File: config.mk
export PLATFORM = sky130hd
export DESIGN_NAME = water_exchange_pump_sequencer
export DESIGN_NICKNAME = d
export VERILOG_FILES = /design/src/wxps_pkg.sv /design/src/water_exchange_pump_sequencer.sv
export SDC_FILE = /design/constraint.sdc
export NUM_CORES = 1
export LEC_CHECK = 0
export BUFFER_PORTS_ARGS = -buffer_cell sky130_fd_sc_hd__buf_2
export CELL_PAD_IN_SITES_DETAIL_PLACEMENT = 1
export CELL_PAD_IN_SITES_GLOBAL_PLACEMENT = 1
export CORE_MARGIN = 5
export CORE_UTILIZATION = 47
export DETAILED_ROUTE_END_ITERATION = 6
export PLACE_DENSITY = 0.81
export SETUP_SLACK_MARGIN = 0.15
export SKIP_CTS_REPAIR_TIMING = 1
export SLEW_MARGIN = 0
export SYNTH_ARGS = -nofsm -noshare
export SYNTH_HDL_FRONTEND = slang
export SYNTH_SLANG_ARGS = --single-unit
File: constraint.sdc
create_clock -name aclk -period 7.75 [get_ports aclk]
set_input_delay 0 -clock aclk [delete_from_list [all_inputs] [get_ports aclk]]
set_output_delay 0 -clock aclk [all_outputs]
set_load 0.1 [all_outputs]
File: src/wxps_pkg.sv
// shared types and constants for the water exchange pump sequencer
package wxps_pkg;

    localparam logic [31:0] COOLDOWN_MS    = 32'd60000;
    localparam logic [31:0] SETTLE_SAMPLES = 32'd3;
    localparam logic [31:0] MAX_AGE_MS     = 32'd5000;

    localparam int IN_DATA_W  = 168;
    localparam int IN_USER_W  = 3;
    localparam int OUT_DATA_W = 16;
    localparam int CFG_IDX_W  = 3;
    localparam int CFG_DATA_W = 32;

    typedef enum logic [2:0] {
        CMD_TICK        = 3'd0,
        CMD_STOP        = 3'd1,
        CMD_FILL        = 3'd2,
        CMD_DRAIN       = 3'd3,
        CMD_EXCHANGE    = 3'd4,
        CMD_AUTO_ON     = 3'd5,
        CMD_AUTO_OFF    = 3'd6,
        CMD_CLEAR_FAULT = 3'd7
    } cmd_t;

    typedef enum logic [3:0] {
        ST_ACCEPTED       = 4'd0,
        ST_NOT_CONFIGURED = 4'd1,
        ST_PUMPS_RUNNING  = 4'd2,
        ST_FAULT_LATCHED  = 4'd3,
        ST_RELAYS_ABSENT  = 4'd4,
        ST_UNSAFE_DUR     = 4'd5,
        ST_INVALID        = 4'd6,
        ST_BUSY           = 4'd7,
        ST_INTERLOCK      = 4'd8,
        ST_NONE           = 4'd9
    } status_t;

    typedef enum logic [2:0] {
        PH_IDLE  = 3'd0,
        PH_DRAIN = 3'd1,
        PH_FILL  = 3'd2,
        PH_DONE  = 3'd3,
        PH_FAULT = 3'd4
    } phase_t;

    typedef enum logic [1:0] {
        FC_NONE      = 2'd0,
        FC_INTERLOCK = 2'd1,
        FC_TIMEOUT   = 2'd2
    } fault_t;

    typedef enum logic [2:0] {
        CFG_PH_LOW      = 3'd0,
        CFG_PH_HIGH     = 3'd1,
        CFG_ORP_LOW     = 3'd2,
        CFG_ORP_HIGH    = 3'd3,
        CFG_TURB_HIGH   = 3'd4,
        CFG_AUTO_DRAIN  = 3'd5,
        CFG_AUTO_FILL   = 3'd6,
        CFG_PUMP_MAX    = 3'd7
    } cfg_idx_t;

endpackage

File: src/water_exchange_pump_sequencer.sv
// Sequences a fill and a drain pump through idle, draining, refilling, complete and fault.
// Each request carries one command and returns exactly one result showing the status and the
// pump state after that command. A request is captured into an input register, evaluated
// against the sequencer state and the limit registers, and the result is held in an output
// register; a new request is taken every cycle unless the output register holds a result
// that m_tready does not take; the state update loop sets the rate. The user must write limit
// registers through the config port only while no request is in flight; the block does not enforce this.
module water_exchange_pump_sequencer (
    input  logic                                 aclk,
    input  logic                                 aresetn,
    input  logic                                 cfg_wr_en,
    input  logic [wxps_pkg::CFG_IDX_W-1:0]       cfg_index,
    input  logic [wxps_pkg::CFG_DATA_W-1:0]      cfg_data,
    input  logic                                 s_tvalid,
    output logic                                 s_tready,
    // duration_ms, now_ms, relays_ready, ph_value, ph_ok, turbidity_value, turbidity_ok,
    // orp_value_mv, orp_ok, sample_count, sample_time_ms, zero pad
    input  logic [wxps_pkg::IN_DATA_W-1:0]       s_tdata,
    // command
    input  logic [wxps_pkg::IN_USER_W-1:0]       s_tuser,
    output logic                                 m_tvalid,
    input  logic                                 m_tready,
    // status, phase_now, fault_cause, fill_pump_on, drain_pump_on, auto_mode, zero pad
    output logic [wxps_pkg::OUT_DATA_W-1:0]      m_tdata
);
    import wxps_pkg::*;

    // limit registers
    logic [10:0]        ph_low_reg, ph_high_reg;
    logic signed [11:0] orp_low_reg, orp_high_reg;
    logic [11:0]        turb_high_reg;
    logic [31:0]        auto_drain_reg, auto_fill_reg, pump_max_reg;

    // input stage
    logic                 in_valid_reg;
    logic [IN_DATA_W-1:0] in_data_reg;
    logic [IN_USER_W-1:0] in_user_reg;

    // output stage
    logic                  out_valid_reg;
    logic [OUT_DATA_W-1:0] out_data_reg;

    // sequencer state
    phase_t      phase_reg, phase_next;
    fault_t      fault_reg, fault_next;
    logic        auto_reg, auto_next;
    logic        pending_reg, pending_next;
    logic        done_reg, done_next;
    logic        fill_reg, fill_next;
    logic        drain_reg, drain_next;
    logic [31:0] start_reg, start_next;
    logic [31:0] length_reg, length_next;
    logic [31:0] refill_reg, refill_next;
    logic [31:0] last_done_reg, last_done_next;
    status_t     status;

    logic advance;

    // decoded request
    cmd_t               cmd;
    logic [31:0]        duration, now, sample_count, sample_time;
    logic               relays, ph_ok, turb_ok, orp_ok;
    logic [10:0]        ph_value;
    logic [11:0]        turb_value;
    logic signed [11:0] orp_value;

    logic [31:0] run_elapsed, done_elapsed, sample_age;
    logic running, max_hit, len_hit, cool_ok, fresh, settled, readings_ok;
    logic dur_ok, policy_ok, critical, auto_start;

    assign advance  = in_valid_reg && (!out_valid_reg || m_tready);
    assign s_tready = !in_valid_reg || advance;
    assign m_tvalid = out_valid_reg;
    assign m_tdata  = out_data_reg;

    assign cmd          = cmd_t'(in_user_reg);
    assign duration     = in_data_reg[31:0];
    assign now          = in_data_reg[63:32];
    assign relays       = in_data_reg[64];
    assign ph_value     = in_data_reg[75:65];
    assign ph_ok        = in_data_reg[76];
    assign turb_value   = in_data_reg[88:77];
    assign turb_ok      = in_data_reg[89];
    assign orp_value    = $signed(in_data_reg[101:90]);
    assign orp_ok       = in_data_reg[102];
    assign sample_count = in_data_reg[134:103];
    assign sample_time  = in_data_reg[166:135];

    assign run_elapsed  = now - start_reg;
    assign done_elapsed = now - last_done_reg;
    assign sample_age   = now - sample_time;

    assign running     = (phase_reg == PH_DRAIN) || (phase_reg == PH_FILL);
    assign max_hit     = run_elapsed >= pump_max_reg;
    assign len_hit     = run_elapsed >= length_reg;
    assign cool_ok     = !done_reg || (done_elapsed >= COOLDOWN_MS);
    assign fresh       = sample_age <= MAX_AGE_MS;
    assign settled     = sample_count >= SETTLE_SAMPLES;
    assign readings_ok = ph_ok && turb_ok && orp_ok;
    assign dur_ok      = (duration != 32'd0) && (duration <= pump_max_reg);

    assign policy_ok = relays
        && (auto_drain_reg != 32'd0) && (auto_drain_reg <= pump_max_reg)
        && (auto_fill_reg != 32'd0) && (auto_fill_reg <= pump_max_reg)
        && (COOLDOWN_MS != 32'd0)
        && (ph_low_reg < ph_high_reg)
        && (orp_low_reg < orp_high_reg)
        && (turb_high_reg != 12'd0);

    assign critical = (ph_value < ph_low_reg) || (ph_value > ph_high_reg)
        || (turb_value > turb_high_reg)
        || (orp_value < orp_low_reg) || (orp_value > orp_high_reg);

    assign auto_start = auto_reg && (phase_reg != PH_FAULT) && policy_ok && cool_ok
        && settled && fresh && readings_ok && critical;

    always_comb begin
        phase_next     = phase_reg;
        fault_next     = fault_reg;
        auto_next      = auto_reg;
        pending_next   = pending_reg;
        done_next      = done_reg;
        fill_next      = fill_reg;
        drain_next     = drain_reg;
        start_next     = start_reg;
        length_next    = length_reg;
        refill_next    = refill_reg;
        last_done_next = last_done_reg;
        status         = ST_ACCEPTED;
        case (cmd)
            CMD_TICK: begin
                status = ST_NONE;
                if (running) begin
                    if (!relays || (fill_reg && drain_reg)) begin
                        fill_next    = 1'b0;
                        drain_next   = 1'b0;
                        pending_next = 1'b0;
                        auto_next    = 1'b0;
                        phase_next   = PH_FAULT;
                        fault_next   = FC_INTERLOCK;
                    end else if (max_hit) begin
                        fill_next    = 1'b0;
                        drain_next   = 1'b0;
                        pending_next = 1'b0;
                        auto_next    = 1'b0;
                        phase_next   = PH_FAULT;
                        fault_next   = FC_TIMEOUT;
                    end else if (len_hit) begin
                        drain_next = 1'b0;
                        if (phase_reg == PH_DRAIN && pending_reg) begin
                            // exchange: drain done, start refill
                            phase_next   = PH_FILL;
                            pending_next = 1'b0;
                            start_next   = now;
                            length_next  = refill_reg;
                            fill_next    = 1'b1;
                        end else begin
                            fill_next      = 1'b0;
                            phase_next     = PH_DONE;
                            last_done_next = now;
                            done_next      = 1'b1;
                        end
                    end
                end else if (auto_start) begin
                    pending_next = 1'b1;
                    fill_next    = 1'b0;
                    drain_next   = 1'b1;
                    phase_next   = PH_DRAIN;
                    start_next   = now;
                    length_next  = auto_drain_reg;
                    refill_next  = auto_fill_reg;
                    auto_next    = 1'b1;
                end
            end
            CMD_STOP, CMD_AUTO_OFF: begin
                auto_next    = 1'b0;
                fill_next    = 1'b0;
                drain_next   = 1'b0;
                pending_next = 1'b0;
                if (phase_reg != PH_FAULT) begin
                    phase_next = PH_IDLE;
                end
            end
            CMD_FILL, CMD_DRAIN, CMD_EXCHANGE: begin
                if (phase_reg == PH_FAULT) begin
                    status = ST_FAULT_LATCHED;
                end else if (!relays) begin
                    status = ST_RELAYS_ABSENT;
                end else if (!dur_ok) begin
                    status = ST_UNSAFE_DUR;
                end else if (!auto_reg && running) begin
                    status = ST_BUSY;
                end else begin
                    auto_next    = 1'b0;
                    pending_next = (cmd == CMD_EXCHANGE);
                    fill_next    = (cmd == CMD_FILL);
                    drain_next   = (cmd != CMD_FILL);
                    phase_next   = (cmd == CMD_FILL) ? PH_FILL : PH_DRAIN;
                    start_next   = now;
                    length_next  = duration;
                    refill_next  = duration;
                end
            end
            CMD_AUTO_ON: begin
                if (!policy_ok) begin
                    status = ST_NOT_CONFIGURED;
                end else begin
                    fill_next    = 1'b0;
                    drain_next   = 1'b0;
                    pending_next = 1'b0;
                    auto_next    = 1'b1;
                    if (phase_reg != PH_FAULT) begin
                        phase_next = PH_IDLE;
                    end
                end
            end
            CMD_CLEAR_FAULT: begin
                if (fill_reg || drain_reg) begin
                    status = ST_PUMPS_RUNNING;
                end else begin
                    phase_next = PH_IDLE;
                    fault_next = FC_NONE;
                end
            end
            default: begin
                status = ST_INVALID;
            end
        endcase
    end

    always_ff @(posedge aclk) begin
        if (!aresetn) begin
            ph_low_reg     <= 11'd650;
            ph_high_reg    <= 11'd850;
            orp_low_reg    <= 12'sd200;
            orp_high_reg   <= 12'sd400;
            turb_high_reg  <= 12'd3000;
            auto_drain_reg <= 32'd0;
            auto_fill_reg  <= 32'd0;
            pump_max_reg   <= 32'd0;
        end else if (cfg_wr_en) begin
            case (cfg_idx_t'(cfg_index))
                CFG_PH_LOW:     ph_low_reg     <= cfg_data[10:0];
                CFG_PH_HIGH:    ph_high_reg    <= cfg_data[10:0];
                CFG_ORP_LOW:    orp_low_reg    <= $signed(cfg_data[11:0]);
                CFG_ORP_HIGH:   orp_high_reg   <= $signed(cfg_data[11:0]);
                CFG_TURB_HIGH:  turb_high_reg  <= cfg_data[11:0];
                CFG_AUTO_DRAIN: auto_drain_reg <= cfg_data;
                CFG_AUTO_FILL:  auto_fill_reg  <= cfg_data;
                CFG_PUMP_MAX:   pump_max_reg   <= cfg_data;
                default: ;
            endcase
        end
    end

    always_ff @(posedge aclk) begin
        if (!aresetn) begin
            in_valid_reg <= 1'b0;
        end else if (s_tready) begin
            in_valid_reg <= s_tvalid;
        end
    end

    always_ff @(posedge aclk) begin
        if (s_tvalid && s_tready) begin
            in_data_reg <= s_tdata;
            in_user_reg <= s_tuser;
        end
    end

    always_ff @(posedge aclk) begin
        if (!aresetn) begin
            out_valid_reg <= 1'b0;
        end else if (advance) begin
            out_valid_reg <= 1'b1;
        end else if (m_tready) begin
            out_valid_reg <= 1'b0;
        end
    end

    always_ff @(posedge aclk) begin
        if (advance) begin
            out_data_reg <= {4'd0, auto_next, drain_next, fill_next, fault_next,
                             phase_next, status};
        end
    end

    always_ff @(posedge aclk) begin
        if (!aresetn) begin
            phase_reg     <= PH_IDLE;
            fault_reg     <= FC_NONE;
            auto_reg      <= 1'b0;
            pending_reg   <= 1'b0;
            done_reg      <= 1'b0;
            fill_reg      <= 1'b0;
            drain_reg     <= 1'b0;
            start_reg     <= 32'd0;
            length_reg    <= 32'd0;
            refill_reg    <= 32'd0;
            last_done_reg <= 32'd0;
        end else if (advance) begin
            phase_reg     <= phase_next;
            fault_reg     <= fault_next;
            auto_reg      <= auto_next;
            pending_reg   <= pending_next;
            done_reg      <= done_next;
            fill_reg      <= fill_next;
            drain_reg     <= drain_next;
            start_reg     <= start_next;
            length_reg    <= length_next;
            refill_reg    <= refill_next;
            last_done_reg <= last_done_next;
        end
    end

endmodule
# == Word-level counts from Yosys, hierarchy flattened ==
# Index checks and enable logic that the tools add are counted.
# word_totals
regBits,476
elab_cells,237
latchBits,0
in_bits,211
output_inout_bits,18
ramBits,0
mem_bits_ro,0
memories,0
# op_classes
eq_ne,33
n_reduce_logical,60
n_lt_le_gt_ge,15
div_mod_pow,0
multipliers,0
bitwise_logic,3
shifts,0
muxes,99
add_sub_neg,3
# op_table
operator,count
$mux W32,22
$pmux W32 S2,3
$le A32 B32 Y1,3
$reduce_bool A32 Y1,3
$sub A32 B32 Y32,3
$ge A32 B32 Y1,2
$mux W3,16
$mux W1,45
$ge A32 B16 Y1 const B,1
$ge A32 B2 Y1 const B,1
$le A32 B13 Y1 const B,1
$eq A3 B3 Y1 const B,9
$gt A12 B12 Y1,2
$lt A12 B12 Y1,2
$logic_and A1 B1 Y1,22
$lt A11 B11 Y1,2
$ne A3 B3 Y1 const B,6
$pmux W1 S4,4
$pmux W4 S4,1
$reduce_and A2 Y1,8
$eq A3 B2 Y1 const B,5
$pmux W3 S5,1
$ne A2 B2 Y1 const B,7
$mux W2,6
other kinds (18),38

# == Logic depth before layout (Yosys ltp) ==
# logic_depth
ltp_word,17
mapped_depth,31
depth_no_buf,29

# == Least setup slack after synthesis ==
# OpenSTA, ideal clock, no wires.
# synth_timing
path_type,reg2reg
from,reg out_valid_reg (netlist: m_tvalid)
to,reg in_user_reg[0] (netlist: cmd[0]) (enable)
stages_incl_launch_ff,4
required_ps,7201
setup_time_ps,549
arrival_time_ps,5603
setup_slack_ps,1598
path_cell_list,dfxtp_1 > nor2b_1 > nand2_1 > and2_1
# synth_via
elab_chain_cells,5
# synth_lines
element,line,text
start: declaration,water_exchange_pump_sequencer.sv:40,logic out_valid_reg;
start signal: assignment,water_exchange_pump_sequencer.sv:273,out_valid_reg <= 1'b0;
start signal: assignment,water_exchange_pump_sequencer.sv:275,out_valid_reg <= 1'b1;
start signal: assignment,water_exchange_pump_sequencer.sv:277,out_valid_reg <= 1'b0;
$logic_not A1 Y1,water_exchange_pump_sequencer.sv:71,assign advance = in_valid_reg && (!out_valid_reg || m_tready);
$logic_or A1 B1 Y1,water_exchange_pump_sequencer.sv:71,
$logic_and A1 B1 Y1,water_exchange_pump_sequencer.sv:71,
$logic_or A1 B1 Y1,water_exchange_pump_sequencer.sv:72,assign s_tready = !in_valid_reg || advance;
net s_tready,water_exchange_pump_sequencer.sv:15,"output logic s_tready,"
$logic_and A1 B1 Y1,water_exchange_pump_sequencer.sv:265,if (s_tvalid && s_tready) begin
end signal: assignment,water_exchange_pump_sequencer.sv:267,in_user_reg <= s_tuser;
end: declaration,water_exchange_pump_sequencer.sv:37,logic [IN_USER_W-1:0] in_user_reg;
# The timed path passes the listed nets, and every way through them passes these cells.
# A chain may end at the register's enable or synchronous reset.

# == Worst setup path after layout ==
# layout_timing
from,reg in_data_reg[33]
to,reg length_reg[14]
# layout_via
elab_chain_cells,10
# layout_lines
element,line,text
start: declaration,water_exchange_pump_sequencer.sv:36,logic [IN_DATA_W-1:0] in_data_reg;
start signal: assignment,water_exchange_pump_sequencer.sv:266,in_data_reg <= s_tdata;
$sub A32 B32 Y32,water_exchange_pump_sequencer.sv:90,assign done_elapsed = now - last_done_reg;
$ge A32 B16 Y1,water_exchange_pump_sequencer.sv:96,assign cool_ok = !done_reg || (done_elapsed >= COOLDOWN_MS);
$logic_or A1 B1 Y1,water_exchange_pump_sequencer.sv:96,
$logic_and A1 B1 Y1,water_exchange_pump_sequencer.sv:114,assign auto_start = auto_reg && (phase_reg != PH_FAULT) && policy_ok && cool_ok
$logic_and A1 B1 Y1 (4 in a row),water_exchange_pump_sequencer.sv:115,&& settled && fresh && readings_ok && critical;
$ne A3 B3 Y1 (no line),--,
$reduce_and A11 Y1 (no line) *,--,
end signal: assignment,water_exchange_pump_sequencer.sv:310,length_reg <= length_next;
end: declaration,water_exchange_pump_sequencer.sv:52,"logic [31:0] length_reg, length_next;"
# Every way passes the cells marked *; elsewhere a longest branch is shown, timed or not.

==> summary.txt <==
Placement
  • RePlAce Congestion: 0.902
  • DP Wirelength: 70.3 mm
  • IO Port Bufs: between 200 and 250

Run
  • Max cap viols: 0

Pwr
  • Design Power: a little under 7 mW
  • Sw frac: 29.7%
  • Maximum VDD drop: between 0.0002 and 0.0003 V
  • Clk network pwr share: between 40% and 50%
  • Psw: roughly 2.0 mW
  • PD cells: 196 nW/um^2
  • Leakage: ~14 nW
  • Logic pwr share: 17.9%
  • P_int: between 4 and 5 mW
  • Sequential share of power: 40.3%

Drt
  • DRT antenna net count: 0
  • DRT iter0 DRCs: ~1800
  • Drt drc: 0
  • Vias per cell: 5.86
  • Routed vias: 26595
  • Detailed Route WL: 104 mm
  • Wire per inst: about 23 um
  • Detailed Routing Iterations Pass 1: 6

Synthesis
  • Synth area leaders: dfxtp_1 (20%), edfxtp_1 (19%), ha_1 (14%), nand2_1 (8.5%), mux2i_1 (6.0%)
  • Synth cell count leaders: nand2_1 (661), ha_1 (330), dfxtp_1 (294)
  • Mapped cell area: 29300 um^2
  • Yosys reg bits: around 480
  • Most area-hungry cell type in the Yosys netlist: dfxtp_1
  • Post-synth EDFFs: approximately 180
  • Async set or reset register ratio after synthesis: 0%
  • Post-Syn Instances: 3274
  • Post-synthesis sequential area ratio: 38.8%
  • Most used DFF post-synth: dfxtp_1
  • Yosys Warn Count: 0
  • Top cell type's share of synthesized area: 20.1%
  • Post-synth cell types: 83
  • Syn avg cell area: a little under 9 um^2
  • Most common cell in the synthesized netlist: nand2_1

Critical path
  • Max FO, Critical Path: 32
  • Register-to-Register Setup Slack: 0.77 ns
  • CP Launch Type: flip-flop
  • CP required: 8.29 ns
  • Arrival time worst endpoint: 7.52 ns
  • CP max stage cell: edfxtp_1
  • Crit path from: in_data_reg[33]
  • Max stage delay on crit path: 0.55 ns
  • Worst Reg2Reg Path Length in Cells: 26
  • Critical path class: reg -> reg
  • CP Capture Type: flip-flop
  • RR Startpoint: in_data_reg[33]
  • R2r endpoint: length_reg[14]

Clock network
  • CTS H-Tree Depth: 2
  • Worst skew pair latency: ~0.65 ns
  • Clk buf depth: 3
  • Clock tree root buffer cell: clkbuf_16
  • Clock Sinks: 476
  • Clk slew on worst S/H paths: 0.06 ns
  • CTS tree: yes
  • Num CTS Buffers: between 50 and 60

Finish
  • Multi-input gate area: 16500 um^2
  • Share of cells above drive strength 1: approximately 10%
  • FILL cells: 7146
  • Max FFs per register: ~170
  • Register area: about 11000 um^2
  • Nets@finish: roughly 4200
  • Synth-to-layout area growth: 20.1%

Global route
  • GR Overflow Total: 0
  • Pin count of the biggest net entering global routing: 189
  • Antenna violations before repair: 2
  • Global-route wire length before repair: 146 mm
  • Total track usage: 26.8%
  • Vias in the first global route: 27127

STA
  • Slew margin rel.: 12.7%
  • Fin crit period: 6.98 ns
  • Crit share post-route: 90.1%
  • Fin. max-slew vios: 0
  • Final setup violation count: 0
  • Final hold violation count: 0
  • Fin Setup TNS: 0 ns
  • Fin Clk Skew: 0.0412 ns
  • Least-Margin Pin Slew: 1.30 ns
  • Peak Freq: 143 MHz
  • Unrepaired setup endpoints after global routing: no

Floorplan
  • Area of the core: 61700 um^2
  • Boundary pin count: between 200 and 250
  • Die area: 67400 um^2
  • Std-Cell Rows: 91
  • Die W: 260 um
  • Initial cell density of the core: a little under half
  • Die Ht: 260 um

Worst hold path
  • Tightest Hold Check Type: in -> reg
  • Worst hold endpoint: turb_high_reg[5]
  • Hold Crit Depth: 3
  • Hold path startpoint: cfg_index[1]

Run status
  • Run status: complete, no violations
==> placed cells by master, fill, tap and decap left out, drive strengths merged, types with 14 or more instances in the layout <==
| cell type | instances |
|---|---|
| nand4 | 60 |
| and3 | 14 |
| nor2 | 111 |
| a211oi | 30 |
| clkinv | 28 |
| nor2b | 60 |
| edfxtp | 182 |
| xor2 | 24 |
| o211ai | 51 |
| nand2 | 661 |
| clkbuf | 59 |
| nand3 | 40 |
| xnor2 | 30 |
| o21a | 28 |
| dfxtp | 294 |
| mux2i | 175 |
| ha | 330 |
| a21o | 85 |
| a21oi | 137 |
| dlygate4sd3 | 206 |
| a21boi | 136 |
| o21ai | 124 |
| inv | 259 |
| nand2b | 29 |
| buf | 243 |
| nor4 | 48 |
| a31oi | 22 |
| nor3 | 37 |
==> logic make-up (layout without fill, tap and decap cells) <==
logic type                 count (synthesis)  in the layout  synth area share (%)
AOI/OAI and AO/OA                        727            727                  16.9
xor gates and xnor gates                  54             54                  1.62
adders and majority gates                332            332                  14.2
buffers and inverters                    389            812                  5.27
DFF                                      476            476                  38.8
muxes                                    175            175                  5.98
other                                      1              6                0.0128
and+or+nand+nor                         1120           1120                  17.2
==> area by class of cell <==
class	count	share of cell area, %
Sequential cell	476	32.3
Multi-Input combinational cell	2412	46.9
Antenna cell	2	0.0142
Clock inverter	45	1.57
Inverter	259	2.77
Tap cell	837	2.98
Clock buffer	59	3.96
Timing Repair Buffer	449	9.57
==> power groups by stage <==
stage          Combinational, mW  Clock [mW]  Sequential (mW)
2_1_floorplan              0.739           0             2.82
3_3_place_gp                1.03           0             2.82
3_5_place_dp                1.10           0             2.82
4_1_cts                     1.11        2.87             2.77
5_1_grt                     1.34        3.02             2.78
6_report                    1.24        2.87             2.77
==> per-layer routing <==
| metal | track usage, % | routed length [um] |
|---|---|---|
| met1 | 33.2 | 41600 |
| met2 | 48.0 | 52500 |
| met3 | 3.44 | 4930 |
| met4 | 9.61 | 4850 |
| met5 | 0 | 13 |
==> through the flow <==
step	setup WS (ns)	std cells	area (um^2)	util (%)	hold slack (ns)
global route	0.105	4538	35200	57.0	0.0282
floorplan	1.60	3277	29300	-	0.0989
finish	0.767	4539	35200	57.0	0.0174
global placement	0.765	4227	31100	50.5	0.177
CTS	0.488	4331	33100	53.6	-0.509
detailed placement	0.530	4227	31100	50.5	0.178
==> worst max-delay path, delay by kind of cell (launching register included) <==
family	cells	cell delay (ns)
mux	1	0.29
simple gates	8	1.60
compound gates	13	3.12
flops	1	0.55
buf+inv	1	0.49
fa+ha+maj	2	0.67
xor+xnor	1	0.12
==> worst max path at each step <==
stage	end	slack (ns)	cells past startpoint
after floorplan	cmd[0]	1.60	3
after global placement	start_reg[5]	0.76	29
after detailed placement	start_reg[1]	0.53	29
after CTS	start_reg[19]	0.49	29
after global routing	last_done_reg[0]	0.11	26
final	length_reg[14]	0.77	26
No activity file was read; power rests on OpenSTA's default activity.
